$ cat src/rtl/stable_priority_queue_core_defines.svh
// Assertion helpers for the stable priority queue core.
// Each macro expects i_clk and i_rst_n in the enclosing module.
`ifndef STABLE_PRIORITY_QUEUE_CORE_DEFINES_SVH
`define STABLE_PRIORITY_QUEUE_CORE_DEFINES_SVH

// Consequent must hold in the same cycle as the antecedent.
`define SPQ_ASSERT_SAME(label, ante, cons) \
    label: assert property (@(posedge i_clk) disable iff (!i_rst_n) (ante) |-> (cons)) \
        else $error("spq: same-cycle check failed");

// Consequent must hold in the cycle after the antecedent.
`define SPQ_ASSERT_NEXT(label, ante, cons) \
    label: assert property (@(posedge i_clk) disable iff (!i_rst_n) (ante) |=> (cons)) \
        else $error("spq: next-cycle check failed");

`endif

$ cat src/rtl/spq_pkg.sv
// ----------------------------------------------------------------------------
// spq_pkg
// Shared types and codes of the stable priority queue core.
// ----------------------------------------------------------------------------
`default_nettype none

package spq_pkg;

    // Command function codes
    localparam logic FUNC_PUSH = 1'b0;
    localparam logic FUNC_POP  = 1'b1;

    // Result status codes
    localparam logic [1:0] STATUS_OK    = 2'd0;
    localparam logic [1:0] STATUS_FULL  = 2'd1;
    localparam logic [1:0] STATUS_EMPTY = 2'd2;

    // Job queue between front and back; depth must be a power of two
    localparam int unsigned JQ_DEPTH = 2;
    localparam int unsigned JQ_AW    = $clog2(JQ_DEPTH);
    localparam int unsigned JQ_CW    = $clog2(JQ_DEPTH + 1);

    typedef struct packed {
        logic       func;
        logic [3:0] priority_req;
        logic [7:0] tag;
    } t_cmd;

    typedef struct packed {
        logic [1:0] status;
        logic [3:0] out_priority;
        logic [7:0] out_tag;
        logic [3:0] occupancy;
    } t_rsp;

    // Job kinds decided by the front
    typedef enum logic [1:0] {
        OP_INSERT,
        OP_REMOVE,
        OP_FULL,
        OP_EMPTY
    } t_op;

    typedef struct packed {
        t_op        op;
        logic [3:0] pri;
        logic [7:0] tag;
    } t_job;

    typedef struct packed {
        logic valid;
        t_job job;
    } t_job_push;

    // One stored queue entry
    typedef struct packed {
        logic [3:0] slot_priority;
        logic [7:0] slot_tag;
    } t_slot;

endpackage

`default_nettype wire

$ cat src/rtl/stable_priority_queue_core.sv
// ----------------------------------------------------------------------------
// stable_priority_queue_core
// Bounded priority queue, lower priority number first, equal priorities in
// arrival order. Push drops and reports when full; pop reports when empty.
// ----------------------------------------------------------------------------
//
// Channel    Ports                      Transfer
// ---------  -------------------------  ---------------------------------
// command    start, busy, i_cmd         edge with start high, busy low
// result     o_done, o_rsp              every edge with o_done high
//
// Steps: a pop reads the head slot, then reports; full and empty jobs report
// from idle; a push shifts each held entry with a larger priority back (the
// slot memory moves one entry per cycle through its single write port).
// Commands queue in a two-deep job queue; busy rises only when it is full.
// Reset: synchronous, active low; clears counts and pointers, no slot sweep.
// The result strobe lasts one cycle and the receiver cannot stall it.
// ----------------------------------------------------------------------------
`default_nettype none

module stable_priority_queue_core #(
    parameter int unsigned BUFFER_COUNT = 4
) (
    input  wire logic          i_clk,
    input  wire logic          i_rst_n,
    input  wire logic          start,
    output logic               busy,
    input  wire spq_pkg::t_cmd i_cmd,
    output logic               o_done,
    output spq_pkg::t_rsp      o_rsp
);
    import spq_pkg::*;

    // Queue holds two entries per buffer
    localparam int unsigned CAP = 2 * BUFFER_COUNT;

    t_job_push push;
    logic      jq_full;
    logic      jq_valid;
    t_job      jq_job;
    logic      jq_take;

    // Hold off commands only while the job queue is full
    assign busy = jq_full;

    // Classify each transfer: insert, remove, or report full / empty
    spq_front #(
        .CAP(CAP)
    ) u_front (
        .i_clk  (i_clk),
        .i_rst_n(i_rst_n),
        .i_start(start),
        .i_full (jq_full),
        .i_cmd  (i_cmd),
        .o_push (push)
    );

    // Decouple acceptance from execution
    spq_job_fifo u_jq (
        .i_clk  (i_clk),
        .i_rst_n(i_rst_n),
        .i_push (push),
        .o_full (jq_full),
        .o_valid(jq_valid),
        .o_job  (jq_job),
        .i_take (jq_take)
    );

    // Carry out the job on the slot memory and drive the result register
    spq_back #(
        .CAP(CAP)
    ) u_back (
        .i_clk  (i_clk),
        .i_rst_n(i_rst_n),
        .i_valid(jq_valid),
        .i_job  (jq_job),
        .o_take (jq_take),
        .o_done (o_done),
        .o_rsp  (o_rsp)
    );

endmodule

`default_nettype wire

$ cat src/rtl/spq_job_fifo.sv
// ----------------------------------------------------------------------------
// spq_job_fifo
// Short job queue that decouples the front classifier from the back sequencer.
// ----------------------------------------------------------------------------
`default_nettype none
`include "stable_priority_queue_core_defines.svh"

module spq_job_fifo (
    input  wire logic              i_clk,
    input  wire logic              i_rst_n,
    input  wire spq_pkg::t_job_push i_push,
    output logic                   o_full,
    output logic                   o_valid,
    output spq_pkg::t_job          o_job,
    input  wire logic              i_take
);
    import spq_pkg::*;

    t_job             r_mem [JQ_DEPTH];
    logic [JQ_AW-1:0] r_wp;
    logic [JQ_AW-1:0] r_rp;
    logic [JQ_CW-1:0] r_cnt;
    logic [JQ_AW-1:0] n_wp;
    logic [JQ_AW-1:0] n_rp;
    logic [JQ_CW-1:0] n_cnt;
    logic             wr;
    logic             rd;

    assign o_full  = (r_cnt == JQ_CW'(JQ_DEPTH));
    assign o_valid = (r_cnt != '0);
    assign o_job   = r_mem[r_rp];

    assign wr = i_push.valid && !o_full;
    assign rd = i_take && o_valid;

    always_comb begin
        n_wp  = wr ? r_wp + JQ_AW'(1) : r_wp;
        n_rp  = rd ? r_rp + JQ_AW'(1) : r_rp;
        n_cnt = r_cnt;
        if (wr && !rd) begin
            n_cnt = r_cnt + JQ_CW'(1);
        end else if (rd && !wr) begin
            n_cnt = r_cnt - JQ_CW'(1);
        end
    end

    always_ff @(posedge i_clk) begin
        if (!i_rst_n) begin
            r_wp  <= '0;
            r_rp  <= '0;
            r_cnt <= '0;
        end else begin
            r_wp  <= n_wp;
            r_rp  <= n_rp;
            r_cnt <= n_cnt;
        end
    end

    always_ff @(posedge i_clk) begin
        if (wr) begin
            r_mem[r_wp] <= i_push.job;
        end
    end

    `SPQ_ASSERT_SAME(a_fifo_no_overflow, i_push.valid, !o_full)
    `SPQ_ASSERT_SAME(a_fifo_no_underflow, i_take, o_valid)

endmodule

`default_nettype wire

$ cat src/rtl/spq_front.sv
// ----------------------------------------------------------------------------
// spq_front
// Accepts commands and classifies them against a shadow entry count.
// ----------------------------------------------------------------------------
`default_nettype none

module spq_front #(
    parameter int unsigned CAP = 8
) (
    input  wire logic          i_clk,
    input  wire logic          i_rst_n,
    input  wire logic          i_start,
    input  wire logic          i_full,
    input  wire spq_pkg::t_cmd i_cmd,
    output spq_pkg::t_job_push o_push
);
    import spq_pkg::*;

    localparam int unsigned CW = $clog2(CAP + 1);

    logic [CW-1:0] r_cnt;
    logic [CW-1:0] n_cnt;
    logic          accept;

    assign accept = i_start && !i_full;

    always_comb begin
        o_push.valid   = accept;
        o_push.job.pri = i_cmd.priority_req;
        o_push.job.tag = i_cmd.tag;
        o_push.job.op  = OP_EMPTY;
        n_cnt          = r_cnt;
        if (i_cmd.func == FUNC_PUSH) begin
            if (r_cnt == CW'(CAP)) begin
                o_push.job.op = OP_FULL;
            end else begin
                o_push.job.op = OP_INSERT;
                n_cnt         = r_cnt + CW'(1);
            end
        end else begin
            if (r_cnt == '0) begin
                o_push.job.op = OP_EMPTY;
            end else begin
                o_push.job.op = OP_REMOVE;
                n_cnt         = r_cnt - CW'(1);
            end
        end
    end

    always_ff @(posedge i_clk) begin
        if (!i_rst_n) begin
            r_cnt <= '0;
        end else if (accept) begin
            r_cnt <= n_cnt;
        end
    end

endmodule

`default_nettype wire

$ cat src/rtl/spq_back.sv
// ----------------------------------------------------------------------------
// spq_back
// Executes queued jobs on a circular slot memory and issues the results.
// ----------------------------------------------------------------------------
`default_nettype none
`include "stable_priority_queue_core_defines.svh"

module spq_back #(
    parameter int unsigned CAP = 8
) (
    input  wire logic          i_clk,
    input  wire logic          i_rst_n,
    input  wire logic          i_valid,
    input  wire spq_pkg::t_job i_job,
    output logic               o_take,
    output logic               o_done,
    output spq_pkg::t_rsp      o_rsp
);
    import spq_pkg::*;

    localparam int unsigned AW = $clog2(CAP);
    localparam int unsigned CW = $clog2(CAP + 1);

    typedef enum logic [1:0] {
        S_IDLE,
        S_SCAN,
        S_PLACE,
        S_POP
    } t_state;

    t_state        r_state;
    t_state        n_state;
    logic [AW-1:0] r_head;
    logic [AW-1:0] n_head;
    logic [AW-1:0] r_tail;
    logic [AW-1:0] n_tail;
    logic [CW-1:0] r_count;
    logic [CW-1:0] n_count;
    logic [AW-1:0] r_k;
    logic [AW-1:0] n_k;
    logic [AW-1:0] r_rd;
    logic [AW-1:0] n_rd;
    logic [CW-1:0] r_rem;
    logic [CW-1:0] n_rem;
    t_slot         r_new;
    t_slot         n_new;
    logic          r_done;
    logic          n_done;
    t_rsp          r_rsp;
    t_rsp          n_rsp;

    t_slot         r_mem [CAP];
    t_slot         r_rd_data;
    logic          mem_we;
    logic [AW-1:0] mem_waddr;
    t_slot         mem_wdata;
    logic          mem_re;
    logic [AW-1:0] mem_raddr;

    function automatic logic [AW-1:0] prv(input logic [AW-1:0] p);
        return (p == '0) ? AW'(CAP - 1) : p - AW'(1);
    endfunction

    function automatic logic [AW-1:0] nxt(input logic [AW-1:0] p);
        return (p == AW'(CAP - 1)) ? '0 : p + AW'(1);
    endfunction

    assign o_done = r_done;
    assign o_rsp  = r_rsp;

    always_comb begin
        n_state   = r_state;
        n_head    = r_head;
        n_tail    = r_tail;
        n_count   = r_count;
        n_k       = r_k;
        n_rd      = r_rd;
        n_rem     = r_rem;
        n_new     = r_new;
        n_done    = 1'b0;
        n_rsp     = r_rsp;
        mem_we    = 1'b0;
        mem_waddr = r_k;
        mem_wdata = r_new;
        mem_re    = 1'b0;
        mem_raddr = r_rd;
        o_take    = 1'b0;
        case (r_state)
            S_IDLE: begin
                if (i_valid) begin
                    o_take              = 1'b1;
                    n_new.slot_priority = i_job.pri;
                    n_new.slot_tag      = i_job.tag;
                    n_rsp.out_priority  = '0;
                    n_rsp.out_tag       = '0;
                    n_rsp.occupancy     = 4'(r_count);
                    case (i_job.op)
                        OP_FULL: begin
                            n_done       = 1'b1;
                            n_rsp.status = STATUS_FULL;
                        end
                        OP_EMPTY: begin
                            n_done       = 1'b1;
                            n_rsp.status = STATUS_EMPTY;
                        end
                        OP_INSERT: begin
                            // walk back from the tail, moving larger priorities down
                            n_count = r_count + CW'(1);
                            n_tail  = nxt(r_tail);
                            n_k     = r_tail;
                            n_rd    = prv(r_tail);
                            n_rem   = r_count;
                            if (r_count == '0) begin
                                n_state = S_PLACE;
                            end else begin
                                mem_re    = 1'b1;
                                mem_raddr = prv(r_tail);
                                n_state   = S_SCAN;
                            end
                        end
                        OP_REMOVE: begin
                            mem_re    = 1'b1;
                            mem_raddr = r_head;
                            n_state   = S_POP;
                        end
                        default: begin
                        end
                    endcase
                end
            end
            S_SCAN: begin
                if (r_rd_data.slot_priority > r_new.slot_priority) begin
                    mem_we    = 1'b1;
                    mem_waddr = r_k;
                    mem_wdata = r_rd_data;
                    n_k       = r_rd;
                    n_rd      = prv(r_rd);
                    n_rem     = r_rem - CW'(1);
                    if (r_rem == CW'(1)) begin
                        n_state = S_PLACE;
                    end else begin
                        mem_re    = 1'b1;
                        mem_raddr = prv(r_rd);
                    end
                end else begin
                    mem_we          = 1'b1;
                    n_done          = 1'b1;
                    n_rsp.status    = STATUS_OK;
                    n_rsp.occupancy = 4'(r_count);
                    n_state         = S_IDLE;
                end
            end
            S_PLACE: begin
                mem_we          = 1'b1;
                n_done          = 1'b1;
                n_rsp.status    = STATUS_OK;
                n_rsp.occupancy = 4'(r_count);
                n_state         = S_IDLE;
            end
            S_POP: begin
                n_done             = 1'b1;
                n_rsp.status       = STATUS_OK;
                n_rsp.out_priority = r_rd_data.slot_priority;
                n_rsp.out_tag      = r_rd_data.slot_tag;
                n_rsp.occupancy    = 4'(r_count - CW'(1));
                n_count            = r_count - CW'(1);
                n_head             = nxt(r_head);
                n_state            = S_IDLE;
            end
            default: begin
                n_state = S_IDLE;
            end
        endcase
    end

    always_ff @(posedge i_clk) begin
        if (!i_rst_n) begin
            r_state <= S_IDLE;
            r_head  <= '0;
            r_tail  <= '0;
            r_count <= '0;
            r_done  <= 1'b0;
        end else begin
            r_state <= n_state;
            r_head  <= n_head;
            r_tail  <= n_tail;
            r_count <= n_count;
            r_done  <= n_done;
        end
        r_k   <= n_k;
        r_rd  <= n_rd;
        r_rem <= n_rem;
        r_new <= n_new;
        r_rsp <= n_rsp;
    end

    always_ff @(posedge i_clk) begin
        if (mem_we) begin
            r_mem[mem_waddr] <= mem_wdata;
        end
        if (mem_re) begin
            r_rd_data <= r_mem[mem_raddr];
        end
    end

    `SPQ_ASSERT_SAME(a_count_bound, 1'b1, r_count <= CW'(CAP))
    `SPQ_ASSERT_SAME(a_scan_has_work, r_state == S_SCAN, r_rem != '0)
    `SPQ_ASSERT_NEXT(a_pop_reports, r_state == S_POP, r_done)
    `SPQ_ASSERT_SAME(a_no_write_idle, mem_we, r_state != S_IDLE)

endmodule

`default_nettype wire
$ cat config.mk
export PLATFORM = sky130hd
export DESIGN_NAME = stable_priority_queue_core
export DESIGN_NICKNAME = d
export VERILOG_FILES = /design/src/rtl/spq_pkg.sv /design/src/rtl/stable_priority_queue_core.sv /design/src/rtl/spq_job_fifo.sv /design/src/rtl/spq_front.sv /design/src/rtl/spq_back.sv
export VERILOG_INCLUDE_DIRS = /design/src /design/src/rtl
export SDC_FILE = /design/constraint.sdc
export NUM_CORES = 1
export LEC_CHECK = 0
export BUFFER_PORTS_ARGS = -buffer_cell sky130_fd_sc_hd__buf_2
export CORE_ASPECT_RATIO = 0.6
export CORE_MARGIN = 2
export CORE_UTILIZATION = 61
export DETAILED_ROUTE_END_ITERATION = 6
export PLACE_DENSITY = 0.76
export SETUP_SLACK_MARGIN = 0.4
export SLEW_MARGIN = 25
export SYNTH_ARGS = -nofsm -noshare
export SYNTH_HDL_FRONTEND = slang
export SYNTH_SLANG_ARGS = --single-unit
$ cat constraint.sdc
create_clock -name i_clk -period 2.9 [get_ports i_clk]
set_input_delay 0.145 -clock i_clk [delete_from_list [all_inputs] [get_ports i_clk]]
set_output_delay 0.145 -clock i_clk [all_outputs]
set_load 0.005 [all_outputs]
Word-level counts from Yosys, hierarchy flattened
Memory sizes are Yosys's and may differ from the RTL's. A register that Yosys moved wholly into a read port is not among the register bits.
Cells that the tools add are included.
{"block": "word_totals", "memories": 2, "ramBits": 124, "register_bits": 61}
{"block": "classes", "n_eq_ne": 20, "reduce_logical": 30, "magnitude_cmp": 1, "n_mux": 67, "addsub": 13}
{"memory": "u_back.r_mem", "words": 8, "width": 12, "rd": 1, "rd_clocked_by_memory_dff": 1, "write_ports": 1, "line": "spq_back.sv:52", "source": "t_slot r_mem [CAP];"}
{"memory": "u_jq.r_mem", "words": 2, "width": 14, "rd": 1, "rd_clocked_by_memory_dff": 1, "write_ports": 1, "line": "spq_job_fifo.sv:19", "source": "t_job r_mem [JQ_DEPTH];"}
{"op": "$mux 3", "n": 14}
{"op": "$mux 4", "n": 9}
{"op": "$mux 12", "n": 2}
{"op": "$pmux 12 s2", "n": 1}
{"op": "$pmux 3 s2", "n": 4}
{"op": "$mux 2", "n": 10}
{"op": "$mux 18", "n": 1}
{"op": "$mux 1", "n": 16}
{"op": "$pmux 4 s2", "n": 2}
{"op": "$pmux 4 s4", "n": 1}
{"op": "$reduce_and 3->1", "n": 5}
{"op": "$pmux 2 s3", "n": 2}
{"op": "$sub 4x1->4 const B", "n": 3}
{"op": "$eq 2x2->1 const B", "n": 5}
{"op": "$ne 2x2->1 const B", "n": 5}
{"op": "$ne 3x3->1 const B", "n": 3}
{"op": "$add 4x1->4 const B", "n": 2}
{"op": "$logic_not 4->1", "n": 2}
{"op": "$pmux 2 s2", "n": 2}
{"op": "$reduce_bool 2->1", "n": 4}
{"op": "$add 3x1->3 const B", "n": 2}
{"op": "$eq 3x3->1 const B", "n": 2}
{"op": "$logic_not 3->1", "n": 2}
{"op": "$reduce_and 2->1", "n": 3}
{"op": "16 further kinds", "n": 29}

Depth between registers and ports, before layout
{"block": "logic_depth", "depth_word": 8, "ltp_mapped": 12}

Modules after synthesis
A second synthesis with hierarchy kept.
{"block": "unflattened", "hier_cells": 632, "area_unflattened_um2": 8816.0}
{"mod": "spq_back", "cells_per_inst": 516, "seq_area_each_um2": 4704.5, "instances": 1, "area_each_um2": 7163.1}
{"mod": "spq_job_fifo", "cells_per_inst": 68, "seq_area_each_um2": 940.9, "instances": 1, "area_each_um2": 1239.9}
{"mod": "spq_front", "cells_per_inst": 48, "seq_area_each_um2": 80.1, "instances": 1, "area_each_um2": 412.9}

Least setup slack after synthesis
No wires, ideal clock.
{"block": "synth_path", "path_kind": "flip-flop to flip-flop", "start": "register u_back.r_rd_data[11] (netlist name)", "end": "register u_back.r_rd_data[1] (netlist name)", "t_arrival_ns": 2.275, "path_stages_with_launch": 12, "n_path_buf": 3, "slack_ns": 0.374, "t_required_ns": 2.649, "cell_sequence": "edfxtp_1 > ha_1 > and4_1 > nor3_1 > a31oi_1 > a211o_1 > buf_4 > buf_12 > buf_12 > mux2i_1 > a22o_1 > nor2_1"}
{"block": "synth_between", "elab_chain_cells": 3, "word_cells_on_any_way": 5}
{"element": "$gt 4x4->1 *", "line": "spq_back.sv:132", "source": "if (r_rd_data.slot_priority > r_new.slot_priority) begin"}
{"element": "$mux 3 / $mux 1 (equally long branches)", "line": "spq_back.sv:132"}
{"element": "$pmux 3 s2 / $pmux 1 s2 (equally long branches)", "line": "spq_back.sv:88", "source": "case (r_state)"}
Mark *: on every way between the ends. The rest lies on a longest branch, timed or not.
A chain may end at the register's enable or synchronous reset.

Worst setup path in the final report
{"block": "layout_path", "start": "register u_back.r_new[10] (netlist name)", "end": "register u_back.r_rd_data[9] (netlist name)"}
{"block": "layout_between", "elab_chain_cells": 3, "word_cells_on_any_way": 5}
{"element": "from (decl)", "line": "spq_back.sv:45", "source": "t_slot r_new;"}
{"element": "from (signal assigned)", "line": "spq_back.sv:193", "source": "r_new <= n_new;"}
{"element": "$gt 4x4->1 *", "line": "spq_back.sv:132"}
{"element": "$mux 3 / $mux 1 (equally long branches)", "line": "spq_back.sv:132"}
{"element": "$pmux 3 s2 / $pmux 1 s2 (equally long branches)", "line": "spq_back.sv:88"}
Marked as above.

==> metrics <==
crit end category=flop; Post-synth top flop=edfxtp_1; fin. max-slew vios=0; initial antenna violation count=0; WP data required=3.09 ns; Seq/Total Area, Yosys=66.7%; top cells by area, synth=edfxtp_1, mux2i_1, dfxtp_1; Reg clk slew, reported paths=0.07 ns; sw frac=35.1%; Post-synth EDFFs=176; drt first pass iters=5; largest net degree at the start of global routing=25; worst skew pair latency=0.43 ns; drt drc=0; Synth Instances=587; Worst Path Max Fanout=14; Async SR Flop Fraction=0%; drt wl/cell=21.4 µm; slowest CP cell=edfxtp_1; Vias=5190; Place WS=0.125 ns; GPL Wtd Cong=0.955; Yosys cell types=59; Synth area leader=edfxtp_1; Power, Total=11.7 mW; CTS HTree Levels=4; R2R cell count=12; Hold Crit Class=in -> reg; synthesized flop and latch total=198; run status=complete, no violations; Initial Utilization=62.7%; Max Cap Viol=0; power per cell area=1140 nW/µm²; post-route cell area=10200 µm²; vias in the first global route=5037; Setup Viol. Count Final=0; dpl cell area=9140 µm²; final worst slack=0.161 ns; dpl hpwl=11500 µm; share of layout cells above drive strength 1=25.3%; Post-Syn Area per Cell=14.6 µm²; total congestion overflow=0; final setup TNS=0 ns; Tightest Pin Transition=0.619 ns; Fin Clk Skew=0.0123 ns; clk root buf=clkbuf_16; CTS Buf Count=17; share of power burned in registers=38.0%; Sink Count=198; switching pwr=4.10 mW; Pint=7.58 mW; Slew headroom=58.5%; area grow syn2layout=18.8%; worst path arrival time=2.93 ns; final wirelength=18900 µm; Commonest cells post-synth=edfxtp_1, mux2i_1, nor2_1; CTS tree=done; Ys Warns=0; Die Span Y=95.9 µm; ANT cells=0; first-pass GRT wire length=28300 µm; share of the synthesized area in the top cell type=61.5%; combinational share of power=42.6%; worst-path cell chain=inv_2 -> ha_4 -> a211oi_4 -> o21ai_2 -> buf_4 -> a31oi_1 -> a211o_2 -> buf_12 -> buf_12 -> mux2i_1 -> a22o_1 -> nor2_1; f_max=365 MHz; unrepaired setup endpoints after global routing=yes; power share of the clock group=19.4%; die width=157 µm; I/O Buffers=35; endpoints failing hold=0; row cnt=33; num ports=36; slowest stage delay, CP=0.43 ns; most frequent CP cell=buf_12; Routed Antenna Nets=0; Syn Std Cell Area=8590 µm²; fin nets=719; Clock Tree Buf Depth=2; fin crit share=94.4%; drt via density=5.89; Worst Hold Depth=3; Leak=3.93 nW; post-synth net total=630; core area=13700 µm²; Startpoint Class=flop; gr usage total=26.3%; worst vdd ir=0.783 mV; min cycle time layout=2.74 ns; die area=15100 µm²; Setup CP Type=reg -> reg; most numerous cell in the Yosys netlist=edfxtp_1; Iter 0 DRT Violations=494
-- cell families after synthesis --
group / after synthesis / share of synthesized area, %
simple gates: 131 / 7.84
buf+inv: 51 / 3.07
compound gates: 88 / 7.40
mux: 79 / 9.69
fa+ha+maj: 27 / 4.02
flops: 198 / 66.7
xor+xnor: 13 / 1.33
-- power by group through the flow --
stage | combinational, mW | clock, mW | sequential, mW
3_5_place_dp | 3.95 | 0 | 4.47
5_1_grt | 5.31 | 2.39 | 4.49
3_3_place_gp | 3.81 | 0 | 4.45
2_1_floorplan | 2.81 | 0 | 4.37
6_report | 4.97 | 2.27 | 4.44
4_1_cts | 4.57 | 2.28 | 4.42
-- registers in the layout, summed over array words and instances, names as in the netlist, named ones only --
| register | count |
|---|---|
| u_back.o_done | 1 |
| u_back.o_rsp | 18 |
| u_back.r_count | 4 |
| u_back.r_head | 3 |
| u_back.r_k | 3 |
| u_back.r_mem | 96 |
| u_back.r_new | 12 |
| u_back.r_rd | 3 |
| u_back.r_rd_data | 12 |
| u_back.r_rem | 4 |
| u_back.r_state | 2 |
| u_back.r_tail | 3 |
| u_front.r_cnt | 4 |
| u_jq.r_cnt | 2 |
| u_jq.r_mem | 28 |
| u_jq.r_rp | 1 |
| u_jq.r_wp | 1 |
-- worst paths after layout --
kind | start | end | slack [ns]
max | u_back.r_new[10] | u_back.r_rd_data[9] | 0.16
min | i_rst_n | u_back.o_done | 0.13
max reg2reg | u_back.r_new[10] | u_back.r_rd_data[9] | 0.16
min reg2reg | u_front.r_cnt[3] | u_front.r_cnt[3] | 0.51
-- routing by layer --
metal / global-route usage [%] / vias to the layer above / wire (µm)
met1: 38.9 / 2548 / 8720
met2: 40.5 / 239 / 8450
li1: - / 2373 / -
met3: 5.00 / 30 / 1470
met5: 0 / - / 0
met4: 7.35 / 0 / 212
-- worst max-delay path: cells and delay by family, from the launching register on --
family          cells  cell delay, ns
buf+inv             4            0.55
flops               1            0.43
compound gates      5            1.01
mux                 1            0.24
simple gates        1            0.06
fa+ha+maj           1            0.21
-- metrics by stage --
stage | hold WS, ns | utilization [%] | cells
2_1_floorplan | 0.244 | - | 587
3_3_place_gp | 0.333 | 66.7 | 820
3_5_place_dp | 0.336 | 66.7 | 820
4_1_cts | 0.108 | 73.5 | 876
5_1_grt | 0.155 | 74.4 | 881
6_report | 0.132 | 74.4 | 881
-- layout by cell type, fill, tap and decap left out, drive strengths merged, types with 2 or more instances in the layout --
cell / netlist / routed
nor2b: 9 / 9
xor2: 3 / 3
mux2: 23 / 23
o21ai: 19 / 19
dfxtp: 22 / 22
buf: 12 / 80
or3: 4 / 4
nor4: 2 / 2
nand3: 4 / 4
nor3: 9 / 9
nor2: 39 / 39
a2111oi: 2 / 2
clkinvlp: 0 / 2
clkbuf: 12 / 18
o21a: 3 / 3
a21boi: 6 / 6
o211a: 2 / 2
nand2: 23 / 23
o22ai: 2 / 2
a21oi: 18 / 18
or3b: 3 / 3
inv: 27 / 35
xnor2: 10 / 10
and4: 2 / 2
nand3b: 2 / 2
a22o: 24 / 24
nor3b: 2 / 2
clkinv: 0 / 5
nand2b: 7 / 7
dlygate4sd3: 0 / 13
mux2i: 56 / 56
and2: 22 / 22
edfxtp: 176 / 176
ha: 26 / 26
-- area by class of cell --
class / instances / area (µm²)
multi-input cells: 338 / 2760
clock inverters: 15 / 140
inverters: 27 / 101
flip-flops and latches: 198 / 5730
fillers: 838 / 3500
repair buffers: 94 / 807
clock buffers: 17 / 425
well taps: 192 / 240
-- what timing repair did --
item / 4_1_cts / 5_1_grt
resized for setup: 26 / 16
setup endpoints to repair: 100 / 126
pin swaps: 9 / 10
setup buffers: 9 / 3
endpoints found under the hold margin: 26 / 0
hold buffers: 13 / 0
gates cloned: 2 / 2
No activity file was read; power rests on OpenSTA's default activity.
